[config.mk]
export PLATFORM = sky130hd
export DESIGN_NAME = ata_pio_taskfile_issuer_top_flat
export DESIGN_NICKNAME = d
export VERILOG_FILES = /design/src/sv/atapio_pkg.sv /design/src/sv/atapio_if.sv /design/src/sv/ata_pio_taskfile_issuer_top.sv /design/src/sv/atapio_decode.sv /design/src/sv/atapio_seq.sv /design/src/flat_wrapper.sv
export SDC_FILE = /design/constraint.sdc
export NUM_CORES = 1
export LEC_CHECK = 0
export BUFFER_PORTS_ARGS = -buffer_cell sky130_fd_sc_hd__buf_4
export CAP_MARGIN = 20
export CORE_AREA = 10 10 178 180
export CTS_CLUSTER_SIZE = 16
export DETAILED_ROUTE_END_ITERATION = 8
export DIE_AREA = 0 0 188 190
export GPL_TIMING_DRIVEN = 0
export PLACE_DENSITY = 0.88
export SYNTH_ARGS = -nofsm -noshare
export SYNTH_HDL_FRONTEND = slang
export SYNTH_SLANG_ARGS = --single-unit
[constraint.sdc]
create_clock -name clk -period 14.4 [get_ports clk]
set_clock_uncertainty 0.2 [all_clocks]
set_input_delay 2.88 -clock clk [delete_from_list [all_inputs] [get_ports clk]]
set_output_delay 2.88 -clock clk [all_outputs]
set_load 0.02 [all_outputs]
[src/sv/atapio_pkg.sv]
`timescale 1ns / 1ps

package atapio_pkg;

	localparam int unsigned SIZE_W = 32;
	localparam int unsigned LBA_W = 32;
	localparam int unsigned CHS_LBA_W = 28;
	localparam int unsigned QUOT_W = 23;

	// floor(x / 63) == (x * RECIP_63) >> RECIP_SHIFT for every x below 2^28
	localparam logic [28:0] RECIP_63 = 29'd272696337;
	localparam int unsigned RECIP_SHIFT = 34;

	localparam logic [2:0] REG_PRESENT = 3'd0;
	localparam logic [2:0] REG_CHANNEL = 3'd1;
	localparam logic [2:0] REG_SLAVE = 3'd2;
	localparam logic [2:0] REG_LBA_CAP = 3'd3;
	localparam logic [2:0] REG_SIZE0 = 3'd4;
	localparam logic [2:0] REG_SIZE1 = 3'd5;
	localparam logic [2:0] REG_SIZE2 = 3'd6;
	localparam logic [2:0] REG_SIZE3 = 3'd7;

	localparam logic [2:0] OFS_NONE = 3'd0;
	localparam logic [2:0] OFS_COUNT = 3'd2;
	localparam logic [2:0] OFS_LBA0 = 3'd3;
	localparam logic [2:0] OFS_LBA1 = 3'd4;
	localparam logic [2:0] OFS_LBA2 = 3'd5;
	localparam logic [2:0] OFS_SELECT = 3'd6;
	localparam logic [2:0] OFS_CMD = 3'd7;

	localparam logic [7:0] CTRL_NIEN = 8'h02;
	localparam logic [7:0] CTRL_HOB = 8'h80;
	localparam logic [7:0] SEL_LBA = 8'hE0;
	localparam logic [7:0] SEL_CHS = 8'hA0;

	localparam logic [7:0] CMD_READ = 8'h20;
	localparam logic [7:0] CMD_WRITE = 8'h30;
	localparam logic [7:0] CMD_READ_EXT = 8'h24;
	localparam logic [7:0] CMD_WRITE_EXT = 8'h34;

	typedef enum logic [4:0] {
		ST_DEVCTL,
		ST_SELECT,
		ST_HOB0,
		ST_CNTH,
		ST_NIEN0,
		ST_HOB1,
		ST_LBA3,
		ST_NIEN1,
		ST_HOB2,
		ST_LBA4,
		ST_NIEN2,
		ST_HOB3,
		ST_LBA5,
		ST_NIEN3,
		ST_COUNT,
		ST_LBA0,
		ST_LBA1,
		ST_LBA2,
		ST_CMD
	} step_t;

	typedef struct packed {
		logic       rejected;
		logic       chan;
		logic       lba48;
		logic [7:0] select;
		logic [7:0] b0;
		logic [7:0] b1;
		logic [7:0] b2;
		logic [7:0] b3;
		logic [7:0] cmd;
	} plan_t;

	typedef struct packed {
		logic       rejected;
		logic       channel_sel;
		logic       to_control;
		logic [2:0] reg_offset;
		logic [7:0] write_data;
		logic       last;
	} res_t;

endpackage

[src/sv/atapio_if.sv]
`timescale 1ns / 1ps

interface atapio_req_if;
	logic        valid;
	logic        ready;
	logic        action;
	logic [2:0]  drive_slot;
	logic [31:0] sector_address;

	modport source (output valid, input ready, output action, output drive_slot,
		output sector_address);
	modport sink (input valid, output ready, input action, input drive_slot,
		input sector_address);
endinterface

interface atapio_res_if;
	logic       valid;
	logic       ready;
	logic       rejected;
	logic       channel_sel;
	logic       to_control;
	logic [2:0] reg_offset;
	logic [7:0] write_data;
	logic       last;

	modport source (output valid, input ready, output rejected, output channel_sel,
		output to_control, output reg_offset, output write_data, output last);
	modport sink (input valid, output ready, input rejected, input channel_sel,
		input to_control, input reg_offset, input write_data, input last);
endinterface

[src/sv/ata_pio_taskfile_issuer_top.sv]
`timescale 1ns / 1ps

// Task-file setup for single-sector ATA PIO requests. Each request
// (action, drive_slot, sector_address) is checked against the drive
// registers and turned into the ordered register writes: one rejected
// transaction for a bad request, seven for LBA28 or CHS, nineteen for
// LBA48. Results leave one per cycle from the write sequencer while the
// consumer keeps res.ready high. Two decode stages ahead of the sequencer
// take new requests while the current one is still being issued. Drive
// registers are written through the cfg port; the user must write them
// only while no request is in flight, as the block does not enforce this.
module ata_pio_taskfile_issuer_top (
	input  logic         clk,
	input  logic         arst_n,
	input  logic         cfg_wr_en,
	input  logic [2:0]   cfg_index,
	input  logic [31:0]  cfg_data,
	atapio_req_if.sink   req,
	atapio_res_if.source res
);

	logic              plan_valid;
	logic              plan_ready;
	atapio_pkg::plan_t plan;

	atapio_decode u_decode (
		.clk        (clk),
		.arst_n     (arst_n),
		.cfg_wr_en  (cfg_wr_en),
		.cfg_index  (cfg_index),
		.cfg_data   (cfg_data),
		.req        (req),
		.plan_valid (plan_valid),
		.plan_ready (plan_ready),
		.plan       (plan)
	);

	atapio_seq u_seq (
		.clk        (clk),
		.arst_n     (arst_n),
		.plan_valid (plan_valid),
		.plan_ready (plan_ready),
		.plan       (plan),
		.res        (res)
	);

endmodule

[src/sv/atapio_decode.sv]
`timescale 1ns / 1ps

module atapio_decode (
	input  logic                clk,
	input  logic                arst_n,
	input  logic                cfg_wr_en,
	input  logic [2:0]          cfg_index,
	input  logic [31:0]         cfg_data,
	atapio_req_if.sink          req,
	output logic                plan_valid,
	input  logic                plan_ready,
	output atapio_pkg::plan_t   plan
);

	logic [3:0] present_q;
	logic [3:0] channel_q;
	logic [3:0] slave_q;
	logic [3:0] lba_cap_q;
	logic [atapio_pkg::SIZE_W-1:0] size_q [4];

	logic                          s1_v_q;
	logic                          action_s1;
	logic [2:0]                    drive_s1;
	logic [atapio_pkg::LBA_W-1:0]  lba_s1;

	logic                          s2_v_q;
	logic                          action_s2;
	logic                          rejected_s2;
	logic                          chan_s2;
	logic                          slave_s2;
	logic                          lba48_s2;
	logic                          lba_cap_s2;
	logic [atapio_pkg::LBA_W-1:0]  lba_s2;
	logic [atapio_pkg::QUOT_W-1:0] quot_s2;

	logic        s1_ready;
	logic        s2_ready;
	logic [1:0]  drv;
	logic        reject;
	logic [56:0] prod;

	logic [atapio_pkg::CHS_LBA_W-1:0] rem_wide;
	logic [7:0]  sector;
	logic [15:0] cyl;
	logic [3:0]  head;

	always_ff @(posedge clk or negedge arst_n) begin
		if (!arst_n) begin
			present_q <= '0;
			channel_q <= '0;
			slave_q <= '0;
			lba_cap_q <= '0;
			size_q[0] <= '0;
			size_q[1] <= '0;
			size_q[2] <= '0;
			size_q[3] <= '0;
		end else if (cfg_wr_en) begin
			case (cfg_index)
				atapio_pkg::REG_PRESENT: present_q <= cfg_data[3:0];
				atapio_pkg::REG_CHANNEL: channel_q <= cfg_data[3:0];
				atapio_pkg::REG_SLAVE: slave_q <= cfg_data[3:0];
				atapio_pkg::REG_LBA_CAP: lba_cap_q <= cfg_data[3:0];
				atapio_pkg::REG_SIZE0, atapio_pkg::REG_SIZE1,
				atapio_pkg::REG_SIZE2, atapio_pkg::REG_SIZE3: begin
					size_q[cfg_index[1:0]] <= cfg_data;
				end
				default: ;
			endcase
		end
	end

	assign s2_ready = !s2_v_q || plan_ready;
	assign s1_ready = !s1_v_q || s2_ready;
	assign req.ready = s1_ready;

	always_ff @(posedge clk or negedge arst_n) begin
		if (!arst_n) begin
			s1_v_q <= 1'b0;
			s2_v_q <= 1'b0;
		end else begin
			if (s1_ready) begin
				s1_v_q <= req.valid;
			end
			if (s2_ready) begin
				s2_v_q <= s1_v_q;
			end
		end
	end

	always_ff @(posedge clk) begin
		if (s1_ready && req.valid) begin
			action_s1 <= req.action;
			drive_s1 <= req.drive_slot;
			lba_s1 <= req.sector_address;
		end
	end

	assign drv = drive_s1[1:0];
	assign reject = drive_s1[2] || !present_q[drv] || (lba_s1 >= size_q[drv]);
	assign prod = 57'(lba_s1[atapio_pkg::CHS_LBA_W-1:0]) * 57'(atapio_pkg::RECIP_63);

	always_ff @(posedge clk) begin
		if (s2_ready && s1_v_q) begin
			action_s2 <= action_s1;
			rejected_s2 <= reject;
			chan_s2 <= channel_q[drv];
			slave_s2 <= slave_q[drv];
			lba48_s2 <= (lba_s1[31:28] != 4'd0);
			lba_cap_s2 <= lba_cap_q[drv];
			lba_s2 <= lba_s1;
			quot_s2 <= prod[atapio_pkg::RECIP_SHIFT +: atapio_pkg::QUOT_W];
		end
	end

	// CHS: t = 63*q, cylinder = q / 16, head = q mod 16
	assign rem_wide = lba_s2[atapio_pkg::CHS_LBA_W-1:0]
		- (atapio_pkg::CHS_LBA_W'({quot_s2, 6'b0}) - atapio_pkg::CHS_LBA_W'(quot_s2));
	assign sector = 8'(rem_wide[5:0]) + 8'd1;
	assign cyl = quot_s2[19:4];
	assign head = quot_s2[3:0];

	always_comb begin
		plan = '0;
		plan.rejected = rejected_s2;
		if (!rejected_s2) begin
			plan.chan = chan_s2;
			plan.lba48 = lba48_s2;
			if (lba48_s2) begin
				plan.select = atapio_pkg::SEL_LBA | {3'b0, slave_s2, 4'b0};
				plan.b0 = lba_s2[7:0];
				plan.b1 = lba_s2[15:8];
				plan.b2 = lba_s2[23:16];
				plan.b3 = lba_s2[31:24];
				plan.cmd = action_s2 ? atapio_pkg::CMD_WRITE_EXT : atapio_pkg::CMD_READ_EXT;
			end else if (lba_cap_s2) begin
				plan.select = atapio_pkg::SEL_LBA | {3'b0, slave_s2, lba_s2[27:24]};
				plan.b0 = lba_s2[7:0];
				plan.b1 = lba_s2[15:8];
				plan.b2 = lba_s2[23:16];
				plan.cmd = action_s2 ? atapio_pkg::CMD_WRITE : atapio_pkg::CMD_READ;
			end else begin
				plan.select = atapio_pkg::SEL_CHS | {3'b0, slave_s2, head};
				plan.b0 = sector;
				plan.b1 = cyl[7:0];
				plan.b2 = cyl[15:8];
				plan.cmd = action_s2 ? atapio_pkg::CMD_WRITE : atapio_pkg::CMD_READ;
			end
		end
	end

	assign plan_valid = s2_v_q;

endmodule

[src/sv/atapio_seq.sv]
`timescale 1ns / 1ps

module atapio_seq (
	input  logic                clk,
	input  logic                arst_n,
	input  logic                plan_valid,
	output logic                plan_ready,
	input  atapio_pkg::plan_t   plan,
	atapio_res_if.source        res
);

	atapio_pkg::step_t step_q;
	atapio_pkg::step_t step_nxt;
	atapio_pkg::plan_t plan_q;
	atapio_pkg::res_t  res_q;
	atapio_pkg::res_t  nxt_res;
	logic              plan_v_q;
	logic              res_v_q;
	logic              out_load;
	logic              emit;
	logic              final_step;
	logic              plan_take;

	assign out_load = !res_v_q || res.ready;
	assign emit = plan_v_q && out_load;
	assign final_step = plan_q.rejected || (step_q == atapio_pkg::ST_CMD);
	assign plan_take = !plan_v_q || (emit && final_step);
	assign plan_ready = plan_take;

	always_ff @(posedge clk or negedge arst_n) begin
		if (!arst_n) begin
			step_q <= atapio_pkg::ST_DEVCTL;
		end else if (emit) begin
			step_q <= step_nxt;
		end
	end

	always_comb begin
		step_nxt = atapio_pkg::step_t'(step_q + 5'd1);
		nxt_res = '0;
		nxt_res.channel_sel = plan_q.chan;
		nxt_res.reg_offset = atapio_pkg::OFS_NONE;
		case (step_q)
			atapio_pkg::ST_DEVCTL, atapio_pkg::ST_NIEN0, atapio_pkg::ST_NIEN1,
			atapio_pkg::ST_NIEN2, atapio_pkg::ST_NIEN3: begin
				nxt_res.to_control = 1'b1;
				nxt_res.write_data = atapio_pkg::CTRL_NIEN;
			end
			atapio_pkg::ST_HOB0, atapio_pkg::ST_HOB1, atapio_pkg::ST_HOB2,
			atapio_pkg::ST_HOB3: begin
				nxt_res.to_control = 1'b1;
				nxt_res.write_data = atapio_pkg::CTRL_HOB | atapio_pkg::CTRL_NIEN;
			end
			atapio_pkg::ST_SELECT: begin
				nxt_res.reg_offset = atapio_pkg::OFS_SELECT;
				nxt_res.write_data = plan_q.select;
				step_nxt = plan_q.lba48 ? atapio_pkg::ST_HOB0 : atapio_pkg::ST_COUNT;
			end
			atapio_pkg::ST_CNTH: nxt_res.reg_offset = atapio_pkg::OFS_COUNT;
			atapio_pkg::ST_LBA3: begin
				nxt_res.reg_offset = atapio_pkg::OFS_LBA0;
				nxt_res.write_data = plan_q.b3;
			end
			atapio_pkg::ST_LBA4: nxt_res.reg_offset = atapio_pkg::OFS_LBA1;
			atapio_pkg::ST_LBA5: nxt_res.reg_offset = atapio_pkg::OFS_LBA2;
			atapio_pkg::ST_COUNT: begin
				nxt_res.reg_offset = atapio_pkg::OFS_COUNT;
				nxt_res.write_data = 8'd1;
			end
			atapio_pkg::ST_LBA0: begin
				nxt_res.reg_offset = atapio_pkg::OFS_LBA0;
				nxt_res.write_data = plan_q.b0;
			end
			atapio_pkg::ST_LBA1: begin
				nxt_res.reg_offset = atapio_pkg::OFS_LBA1;
				nxt_res.write_data = plan_q.b1;
			end
			atapio_pkg::ST_LBA2: begin
				nxt_res.reg_offset = atapio_pkg::OFS_LBA2;
				nxt_res.write_data = plan_q.b2;
			end
			atapio_pkg::ST_CMD: begin
				nxt_res.reg_offset = atapio_pkg::OFS_CMD;
				nxt_res.write_data = plan_q.cmd;
				nxt_res.last = 1'b1;
			end
			default: ;
		endcase
		if (final_step) begin
			step_nxt = atapio_pkg::ST_DEVCTL;
		end
		if (plan_q.rejected) begin
			nxt_res = '0;
			nxt_res.rejected = 1'b1;
			nxt_res.last = 1'b1;
		end
	end

	always_ff @(posedge clk or negedge arst_n) begin
		if (!arst_n) begin
			plan_v_q <= 1'b0;
			res_v_q <= 1'b0;
		end else begin
			if (plan_take) begin
				plan_v_q <= plan_valid;
			end
			if (out_load) begin
				res_v_q <= emit;
			end
		end
	end

	always_ff @(posedge clk) begin
		if (plan_take && plan_valid) begin
			plan_q <= plan;
		end
		if (emit) begin
			res_q <= nxt_res;
		end
	end

	assign res.valid = res_v_q;
	assign res.rejected = res_q.rejected;
	assign res.channel_sel = res_q.channel_sel;
	assign res.to_control = res_q.to_control;
	assign res.reg_offset = res_q.reg_offset;
	assign res.write_data = res_q.write_data;
	assign res.last = res_q.last;

	a_rej_last: assert property (@(posedge clk) disable iff (!arst_n)
		res_v_q && res_q.rejected |-> res_q.last && !res_q.to_control)
		else $error("rejected transaction without last");

	a_ctrl_offset: assert property (@(posedge clk) disable iff (!arst_n)
		res_v_q && res_q.to_control |-> res_q.reg_offset == atapio_pkg::OFS_NONE)
		else $error("control write with nonzero offset");

	a_rewind: assert property (@(posedge clk) disable iff (!arst_n)
		emit && nxt_res.last |=> step_q == atapio_pkg::ST_DEVCTL)
		else $error("step not rewound after last transaction");

	a_step_plan: assert property (@(posedge clk) disable iff (!arst_n)
		step_q != atapio_pkg::ST_DEVCTL |-> plan_v_q)
		else $error("sequence in progress without a request");

endmodule

[src/flat_wrapper.sv]
// flat-port wrapper written by rule: the top's interface ports become plain ports
module ata_pio_taskfile_issuer_top_flat 
  (clk, arst_n, cfg_wr_en, cfg_index, cfg_data, req_valid, req_ready, req_action, req_drive_slot, req_sector_address, res_valid, res_ready, res_rejected, res_channel_sel, res_to_control, res_reg_offset, res_write_data, res_last);
  atapio_req_if req_i ();
  atapio_res_if res_i ();
  input  logic clk;
  input  logic arst_n;
  input  logic cfg_wr_en;
  input  logic [2:0] cfg_index;
  input  logic [31:0] cfg_data;
  input wire logic [$bits(req_i.valid)-1:0] req_valid;
  output wire logic [$bits(req_i.ready)-1:0] req_ready;
  input wire logic [$bits(req_i.action)-1:0] req_action;
  input wire logic [$bits(req_i.drive_slot)-1:0] req_drive_slot;
  input wire logic [$bits(req_i.sector_address)-1:0] req_sector_address;
  output wire logic [$bits(res_i.valid)-1:0] res_valid;
  input wire logic [$bits(res_i.ready)-1:0] res_ready;
  output wire logic [$bits(res_i.rejected)-1:0] res_rejected;
  output wire logic [$bits(res_i.channel_sel)-1:0] res_channel_sel;
  output wire logic [$bits(res_i.to_control)-1:0] res_to_control;
  output wire logic [$bits(res_i.reg_offset)-1:0] res_reg_offset;
  output wire logic [$bits(res_i.write_data)-1:0] res_write_data;
  output wire logic [$bits(res_i.last)-1:0] res_last;
  assign req_i.valid = req_valid;
  assign req_ready = req_i.ready;
  assign req_i.action = req_action;
  assign req_i.drive_slot = req_drive_slot;
  assign req_i.sector_address = req_sector_address;
  assign res_valid = res_i.valid;
  assign res_i.ready = res_ready;
  assign res_rejected = res_i.rejected;
  assign res_channel_sel = res_i.channel_sel;
  assign res_to_control = res_i.to_control;
  assign res_reg_offset = res_i.reg_offset;
  assign res_write_data = res_i.write_data;
  assign res_last = res_i.last;
  ata_pio_taskfile_issuer_top u_core (.clk(clk), .arst_n(arst_n), .cfg_wr_en(cfg_wr_en), .cfg_index(cfg_index), .cfg_data(cfg_data), .req(req_i), .res(res_i));
endmodule
* Word level (Yosys, flattened, before mapping)
Index checks and enable logic that the tools add are counted.
Widths: inputs -> output; s select.
** Storage, ports and cells
- Memory bits (writable) :: 0
- Memories kept :: 0
- Memory bits (read-only) :: 0
- Bits in latches :: 0
- Output and inout port bits :: 17
- Register bits after elaboration :: 313
- Logic and storage cells :: 141
- Bits of input ports :: 76
** Operators by class
- Eq/ne operators :: 25
- Bitwise gates (word level) :: 3
- Shifts and indexed selects :: 0
- Reductions and logical operators :: 36
- Multiply operators :: 1
- $lt $le $gt $ge :: 5
- $add $sub $neg :: 4
- Mux-type cells :: 27
- Divide/modulo/power cells :: 0
** Operator list (number)
- $bwmux 128 :: 1
- $mux 32 :: 3
- $pmux 8 s9 :: 1
- $bmux 32 s2 :: 1
- $demux 32 s2 :: 1
- $mux 31 :: 2
- $mul 28x29->54 const B :: 1
- $eq 5x4->1 const B :: 8
- $ge 32x32->1 :: 1
- $mux 5 :: 5
- $eq 5x3->1 const B :: 4
- $pmux 3 s6 :: 1
- $eq 5x5->1 const B :: 3
- $mux 15 :: 1
- $eq 3x3->1 const B :: 4
- $reduce_or 2->1 :: 6
- $eq 5x2->1 const B :: 2
- $reduce_and 2->1 :: 5
- $reduce_or 9->1 :: 1
- $bmux 1 s2 :: 4
- $reduce_or 4->1 :: 2
- $add 6x1->7 const B :: 1
- $logic_or 1x1->1 :: 7
- $eq 3x2->1 const B :: 2
- other kinds (18) :: 34

* Depth between registers and ports, before layout
Gate-level depths: netlist of the first run.
- Word-level depth :: 8
- Mapped depth :: 20
- Mapped depth without buffers :: 20

* Cells and area by module
From an unflattened synthesis of the first run, not the netlist that was laid out.
** Unflattened totals
- Cells, all modules :: 1420
- Area, all modules :: 18705.4 um^2
** By module, submodules not included
- atapio_decode :: times used 1, area each 15702.6 um^2, seq. area each 6476.2 um^2, cells an instance 1226
- atapio_seq :: times used 1, area each 3002.9 um^2, seq. area each 2157.1 um^2, cells an instance 194

* Worst setup path after synthesis of the first run
OpenSTA, ideal clock, no wires.
- Kind :: input to output
- Start point :: input port res_ready
- End point :: output port req_ready
- Arrival time :: 3.591 ns
- Required time :: 11.320 ns
- Setup slack :: 7.729 ns
- Stages :: 3
- Path buffers :: 0
- Cells stage by stage :: nand2b_1 -> a21boi_0 -> nand3_1
** Between the ends
- Word-level cells in the longest chain between the ends :: 6
** RTL lines
- start: declaration :: RTL line flat_wrapper.sv:17 : input wire logic [$bits(res_i.ready)-1:0] res_ready;
- $logic_or 1x1->1 :: RTL line atapio_seq.sv:24 : assign out_load = !res_v_q || res.ready;
- $logic_and 1x1->1 :: RTL line atapio_seq.sv:25 : assign emit = plan_v_q && out_load;
- $logic_and 1x1->1 :: RTL line atapio_seq.sv:27 : assign plan_take = !plan_v_q || (emit && final_step);
- $logic_or 1x1->1 :: RTL line atapio_seq.sv:27
- $logic_or 1x1->1 :: RTL line atapio_decode.sv:72 : assign s2_ready = !s2_v_q || plan_ready;
- $logic_or 1x1->1 :: RTL line atapio_decode.sv:73 : assign s1_ready = !s1_v_q || s2_ready;
- end: declaration :: RTL line flat_wrapper.sv:12 : output wire logic [$bits(req_i.ready)-1:0] req_ready;
Every way passes these cells.

* Final worst setup path of the first run
Ends and elaborated chain as after synthesis.

==> flow_metrics.py, run 1 <==
metrics = {
    "grt": {
        "grt_start_max_net_pins": 86,
        "grtUsageTotal_pct": 23.7,
        "antenna_found_initial": 1,
        "grt_pass1_wl_mm": 67.0,
        "grt_overflow": 0,
        "grt_pass1_vias": 12600,
    },
    "synthesis": {
        "synth_area_leader_cell": "edfxtp_1",
        "yosys.cell_count.top_type": "ha_1",
        "syn_nets": 1753,
        "synth_xor_area_share_pct": 1.41,
        "yosysSeqAreaShare_pct": 46.4,
        "netlist.area_leader.share_pct": 25.3,
        "synthTopCellsByArea": "edfxtp_1 25%, dfrtp_1 21%, ha_1 15%",
        "synth_top_family_by_area": "adder cells",
        "synth-adder-area-share_pct": 21.4,
        "synth_edf_count": 152,
        "ys_types": 54,
        "yosys_warnings": 0,
        "synth_commonest_cells": "214 x ha_1, 166 x inv_1, 153 x dfrtp_1",
        "syn_avg_cell_area_sq_um": 12.9,
        "async_flop_share_pct": 50.2,
        "synth_compound_area_share_pct": 7.03,
        "synth-simple-area-share_pct": 5.64,
        "ys_seq_elements": 305,
        "synth_flop_cell": "dfrtp_1",
        "netlist_area_sq_um": 18100,
        "muxShareOfSynthArea_pct": 13.8,
        "syn_inst": 1404,
    },
    "power": {
        "p_switching_mw": 1.32,
        "leakage_nw": 9.20,
        "switching_share_pct": 37.0,
        "vdd_drop_max_mv": 0.151,
        "cell_internal_pwr_mw": 2.25,
        "power.density_nw_per_um2": 175,
        "power_mw": 3.57,
        "seq_power_share_pct": 35.1,
        "clkPwrFrac_pct": 23.0,
        "p_comb_share_pct": 41.9,
    },
    "cells_and_area": {
        "n_antenna_cell": 0,
        "final_cell_area_sq_um": 20400,
        "layout.nets": 1881,
        "post-route-util_pct": 72.2,
        "synthToLayoutAreaGrowth_pct": 12.8,
        "drive_gt1_share_pct": 22.1,
        "final_cell_count_no_fill": 1941,
    },
    "setup_path": {
        "cp.arrival_ns": 4.08,
        "worst-path-max-fanout": 4,
        "reg2reg_from": "u_core.u_decode.lba_s1[21]",
        "rr_worst_depth": 18,
        "worstSetupPathType": "in -> out",
        "rr_endpoint": "u_core.u_decode.quot_s2[18]",
        "crit_path_end_kind": "output pin",
        "worst-r2r-setup-slack_ns": 8.36,
        "critical_path.startpoint_type": "primary input",
        "crit_required_ns": 11.32,
    },
    "route": {
        "vias": 11900,
        "drc": 0,
        "postRouteAntennaNets": 0,
        "first_iter_violations": 1107,
        "via_per_inst": 6.13,
        "post_drt_wl_per_cell_um": 22.0,
        "firstDrtPassIters": 5,
        "wl_mm": 42.8,
    },
    "sta": {
        "setup_slack_ns": 7.24,
        "layout_min_cycle_time_ns": 7.16,
        "rsz0062_at_grt": "false",
        "max_freq_ghz": 0.140,
        "setup_viol": 0,
        "finalHoldViolations": 0,
        "tns_ns": 0,
        "finalHoldWorstSlack_ns": 0.220,
        "period_share_pct": 49.7,
        "maxSlewHeadroom_pct": 24.5,
        "worst_slew_pin_slew_ns": 1.13,
        "finalMaxSlewViolations": 0,
    },
    "outcome": {
        "outcome": "finished, final reports clean",
    },
    "cts": {
        "postCtsSetupBuffers": 0,
        "clkLatencyLatePin_ns": 0.59,
        "clock_path_buffers": 3,
        "cts_tree": "done",
        "cts-resized-gates": 0,
        "htreeDepth": 1,
        "clkTransAtPathRegs_ns": 0.07,
        "hold_buffers": 0,
        "cts_buffers": 31,
        "cts-root-buf": "clkbuf_16",
        "clock_sinks": 305,
    },
    "placed_design": {
        "place_congestion": 0.896,
        "dpl_cell_area_sq_um": 19300,
        "hpwl_mm": 30.8,
        "port_buffers": 90,
        "dp_cells": 1882,
        "pre_cts_ws_ns": 7.26,
    },
    "job": {
        "drv_cap": 0,
    },
    "floorplan": {
        "ios": 93,
        "rows": 62,
        "die_w_um": 188,
        "die_h_um": 190,
        "die_area_sq_um": 35700,
        "initial_core_util_pct": 64.0,
        "coreArea_sq_um": 28200,
    },
    "worst_hold_path": {
        "worstHoldPathType": "reg -> reg",
        "min_to": "u_core.u_decode.action_s2",
        "hold_path_startpoint": "u_core.u_decode.action_s1",
        "min_delay_path_depth": 0,
    },
}
[state kept, by name (all words and copies together) (netlist names), 3 cells and up]
| register | cells |
|---|---|
| u_core.u_decode.size_q | 128 |
| u_core.u_seq.res.reg_offset | 3 |
| u_core.u_decode.channel_q | 4 |
| u_core.u_seq.res.write_data | 8 |
| u_core.u_decode.drive_s1 | 3 |
| u_core.u_decode.present_q | 4 |
| u_core.u_seq.plan_q | 43 |
| u_core.u_decode.slave_q | 4 |
| u_core.u_decode.lba_s1 | 32 |
| u_core.u_seq.step_q | 5 |
| u_core.u_decode.lba_s2 | 32 |
| u_core.u_decode.quot_s2 | 20 |
| u_core.u_decode.lba_cap_q | 4 |
[critical path: stages]
cell and delay (ns):
buf_4 0.10, nand2b_1 0.16, a21boi_0 0.50, nand3_1 0.22
buf_4 0.21
[kinds of logic after synthesis]
logic type | count (synthesis)
flip-flops | 305
multiplexers | 186
adder cells (fa/ha/maj) | 273
buffers and inverters | 209
AO/OA/AOI/OAI | 194
AND/OR/NAND/NOR | 208
XOR/XNOR | 29
[cell usage in the layout, fill, tap and decap left out, types with 11 or more instances in the layout]
master	n
buf_4	90
nor2b_1	11
a21oi_1	71
fa_1	59
a21o_1	28
nand4_1	13
nand2_1	72
edfxtp_1	152
ha_1	214
mux2_2	144
xor2_1	13
clkbuf_16	32
nor2_1	47
o21ai_0	28
dfrtp_1	153
mux4_2	36
inv_1	166
xnor2_1	16
clkbuf_1	41
nand3_1	12
[power groups by stage]
stage	sequential [mW]	combinational (mW)	clock, mW
after floorplan	1.21	1.10	0
after global placement	1.25	1.38	0
after detailed placement	1.26	1.46	0
after CTS	1.25	1.49	0.826
after global routing	1.26	1.69	0.860
final	1.25	1.50	0.820
[worst max-delay path by stage]
| stage | startpoint | endpoint | slack, ns |
|---|---|---|---|
| after global routing | res_ready | req_ready | 7.11 |
| after CTS | res_ready | req_ready | 7.25 |
| after detailed placement | res_ready | req_ready | 7.26 |
| after global placement | res_ready | req_ready | 7.46 |
| after floorplan | res_ready | req_ready | 7.73 |
| final | res_ready | req_ready | 7.24 |
[final cells by class]
type | count | area [sq um]
Clock buffer | 34 | 818
Tap cell | 384 | 480
Inverter | 166 | 623
Fill cell | 1773 | 7850
Timing Repair Buffer | 95 | 777
Multi-Input combinational cell | 890 | 8900
Clock inverter | 24 | 229
Sequential cell | 305 | 8390
Buffer | 43 | 161
[layer usage]
metal  vias up  track usage [%]  share of wire (%)
met5         -                0              0.021
met4         2             12.0                5.1
met3       150             3.95                7.8
met2       538             40.3                 49
met1      5899             28.7                 38
li1       5304                -                  -
(Power assumes the default switching activity.)
==> inputs of run 2 (changes only) <==
--- a/config.mk
+++ b/config.mk
@@ -7,12 +7,12 @@
 export LEC_CHECK = 0
 export BUFFER_PORTS_ARGS = -buffer_cell sky130_fd_sc_hd__buf_4
 export CAP_MARGIN = 20
-export CORE_AREA = 10 10 178 180
+export CORE_AREA = 10 10 191 193
 export CTS_CLUSTER_SIZE = 16
 export DETAILED_ROUTE_END_ITERATION = 8
-export DIE_AREA = 0 0 188 190
+export DIE_AREA = 0 0 201 203
 export GPL_TIMING_DRIVEN = 0
-export PLACE_DENSITY = 0.88
+export PLACE_DENSITY = 0.81
 export SYNTH_ARGS = -nofsm -noshare
 export SYNTH_HDL_FRONTEND = slang
 export SYNTH_SLANG_ARGS = --single-unit
==> constraint.sdc (replaced) <==
create_clock -name clk -period 6.2 [get_ports clk]
set_clock_uncertainty 0.2 [all_clocks]
set_input_delay 1.24 -clock clk [delete_from_list [all_inputs] [get_ports clk]]
set_output_delay 1.24 -clock clk [all_outputs]
set_load 0.02 [all_outputs]
==> run 2 against run 1 <==
Clock-buffer cell count rose by 9. Power rose by 130%. Utilization fell by 8.8 points. First-iteration DRC count fell by 35%. Combinational power rose by 130%. Critical endpoint is now u_core.u_decode.quot_s2[16].
==> flow_metrics.py, run 2 (same netlist as run 1, synthesis figures left out) <==
metrics = {
    "grt": {
        "grt_pass1_vias": 12200,
        "grt_start_max_net_pins": 101,
        "antenna_found_initial": 1,
        "grtUsageTotal_pct": 20.0,
        "grt_overflow": 0,
        "grt_pass1_wl_mm": 65.0,
    },
    "cts": {
        "hold_buffers": 0,
        "clkLatencyLatePin_ns": 0.52,
        "cts-root-buf": "clkbuf_16",
        "clock_path_buffers": 3,
        "clkTransAtPathRegs_ns": 0.06,
        "htreeDepth": 2,
        "cts_buffers": 34,
        "cts_tree": "done",
        "clock_sinks": 305,
    },
    "setup_path": {
        "crit_path_end_kind": "register",
        "worstSetupPathType": "reg -> reg",
        "reg2reg_from": "u_core.u_decode.lba_s1[25]",
        "worst-path-max-fanout": 5,
        "critical_path.startpoint_type": "register",
        "crit_required_ns": 6.25,
        "cp-startpoint": "u_core.u_decode.lba_s1[25]",
        "cp.arrival_ns": 6.05,
    },
    "route": {
        "firstDrtPassIters": 5,
        "post_drt_wl_per_cell_um": 20.4,
        "postRouteAntennaNets": 0,
        "via_per_inst": 5.75,
        "vias": 11500,
        "first_iter_violations": 722,
        "drc": 0,
        "wl_mm": 40.9,
    },
    "sta": {
        "layout_min_cycle_time_ns": 6.00,
        "finalHoldWorstSlack_ns": 0.240,
        "period_share_pct": 96.7,
        "worst_slew_pin_slew_ns": 1.02,
        "finalHoldViolations": 0,
        "finalMaxSlewViolations": 0,
        "max_freq_ghz": 0.167,
        "setup_viol": 0,
        "maxSlewHeadroom_pct": 32.0,
    },
    "cells_and_area": {
        "multi_input_area_sq_um": 8910,
        "post-route-util_pct": 63.4,
        "largest_reg_flops": 128,
        "drive_gt1_share_pct": 22.1,
        "regArea_sq_um": 8390,
        "fillers": 2351,
        "final_cell_mix": "214 x ha_1, 166 x inv_1, 153 x dfrtp_1, 152 x edfxtp_1, 144 x mux2_2",
        "largestRegisters": "u_core.u_decode.size_q (128), u_core.u_seq.plan_q (43)",
        "layout.nets": 1888,
        "synthToLayoutAreaGrowth_pct": 13.8,
        "n_antenna_cell": 0,
        "final_common_cell": "ha_1",
        "largest-register": "u_core.u_decode.size_q",
    },
    "power": {
        "vdd_drop_max_mv": 0.268,
        "leakage_nw": 9.27,
        "power.density_nw_per_um2": 405,
        "power_mw": 8.33,
    },
    "floorplan": {
        "die_area_sq_um": 40800,
        "initial_core_util_pct": 55.7,
        "rows": 66,
        "coreArea_sq_um": 32500,
        "ios": 93,
        "die_w_um": 201,
        "die_h_um": 203,
    },
    "placed_design": {
        "hpwl_mm": 30.7,
        "port_buffers": 90,
        "place_congestion": 0.892,
    },
    "worst_hold_path": {
        "worstHoldPathType": "reg -> reg",
        "hold_path_startpoint": "u_core.u_decode.action_s1",
    },
    "job": {
        "drv_cap": 0,
    },
    "outcome": {
        "outcome": "finished, final reports clean",
    },
}
## run 2: changes by cell type in the layout (fill, tap and decap cells not counted), sizes merged
cell,delta
buf,+3
clkinv,-1
bufinv,+1
clkbuf,+10
clkinvlp,-4
inv,-3
## run 2: critical path, stage by stage (launching register included)
cell,delay [ns]
edfxtp_1,0.58
ha_1,0.44
fa_1,0.52
fa_1,0.52
inv_1,0.05
fa_1,0.53
inv_1,0.06
fa_1,0.48
ha_1,0.35
a21o_1,0.19
a21o_1,0.17
a21oi_1,0.15
nand4_1,0.12
o21ai_2,0.35
o21bai_1,0.22
a211oi_1,0.49
o31ai_1,0.14
xor2_1,0.17
## run 2: area by class of cell
cell class                 count  share of cell area [%]
multi-input combinational    890                    43.3
sequential                   305                    40.8
clock buffer                  43                    4.55
timing repair buffer          99                    3.95
inverter                     166                    3.03
tap                          442                    2.69
clock inverter                17                   0.882
buffer                        43                   0.785
## run 2: metal layers
| metal | global-route usage (%) | vias up | share of wire [%] |
|---|---|---|---|
| met5 | 0 | - | 0.024 |
| met4 | 6.65 | 2 | 3.5 |
| met3 | 4.06 | 100 | 6.0 |
| met2 | 34.8 | 343 | 50 |
| met1 | 24.3 | 5735 | 41 |
| li1 | - | 5339 | - |
## run 2: final timing paths
kind	endpoint	slack (ns)	cells past startpoint
worst max-delay path	u_core.u_decode.quot_s2[16]	0.20	17
worst min-delay path	u_core.u_decode.action_s2	0.24	0
worst max register to register	u_core.u_decode.quot_s2[16]	0.20	17
worst min register to register	u_core.u_decode.action_s2	0.24	0
max in group asynchronous	u_core.u_decode.size_q[41]	4.47	2
min in group asynchronous	u_core.u_decode.size_q[18]	0.47	1
## run 2: what timing repair did
action | 4_1_cts | 5_1_grt
buffers inserted | 0 | 3
gates resized for setup | 0 | 1
setup endpoints to repair | 0 | 2
## run 2: report_power, final
| group | total [mW] | switching [mW] | leakage (nW) | internal, mW |
|---|---|---|---|---|
| combinational | 3.45 | 1.91 | 5.41 | 1.54 |
| sequential | 2.88 | 0.245 | 3.31 | 2.63 |
| clock | 2.00 | 0.800 | 0.552 | 1.20 |
## run 2: per-stage QoR
stage          setup TNS (ns)  area (sq um)  setup slack (ns)  instances
4_1_cts                     0         20500             0.181       2000
5_1_grt               -0.0288         20600           -0.0288       2005
6_report                    0         20600             0.205       2005
2_1_floorplan               0         18100             0.831       1404
3_3_place_gp                0         19300             0.302       1936
3_5_place_dp                0         19400             0.281       1940
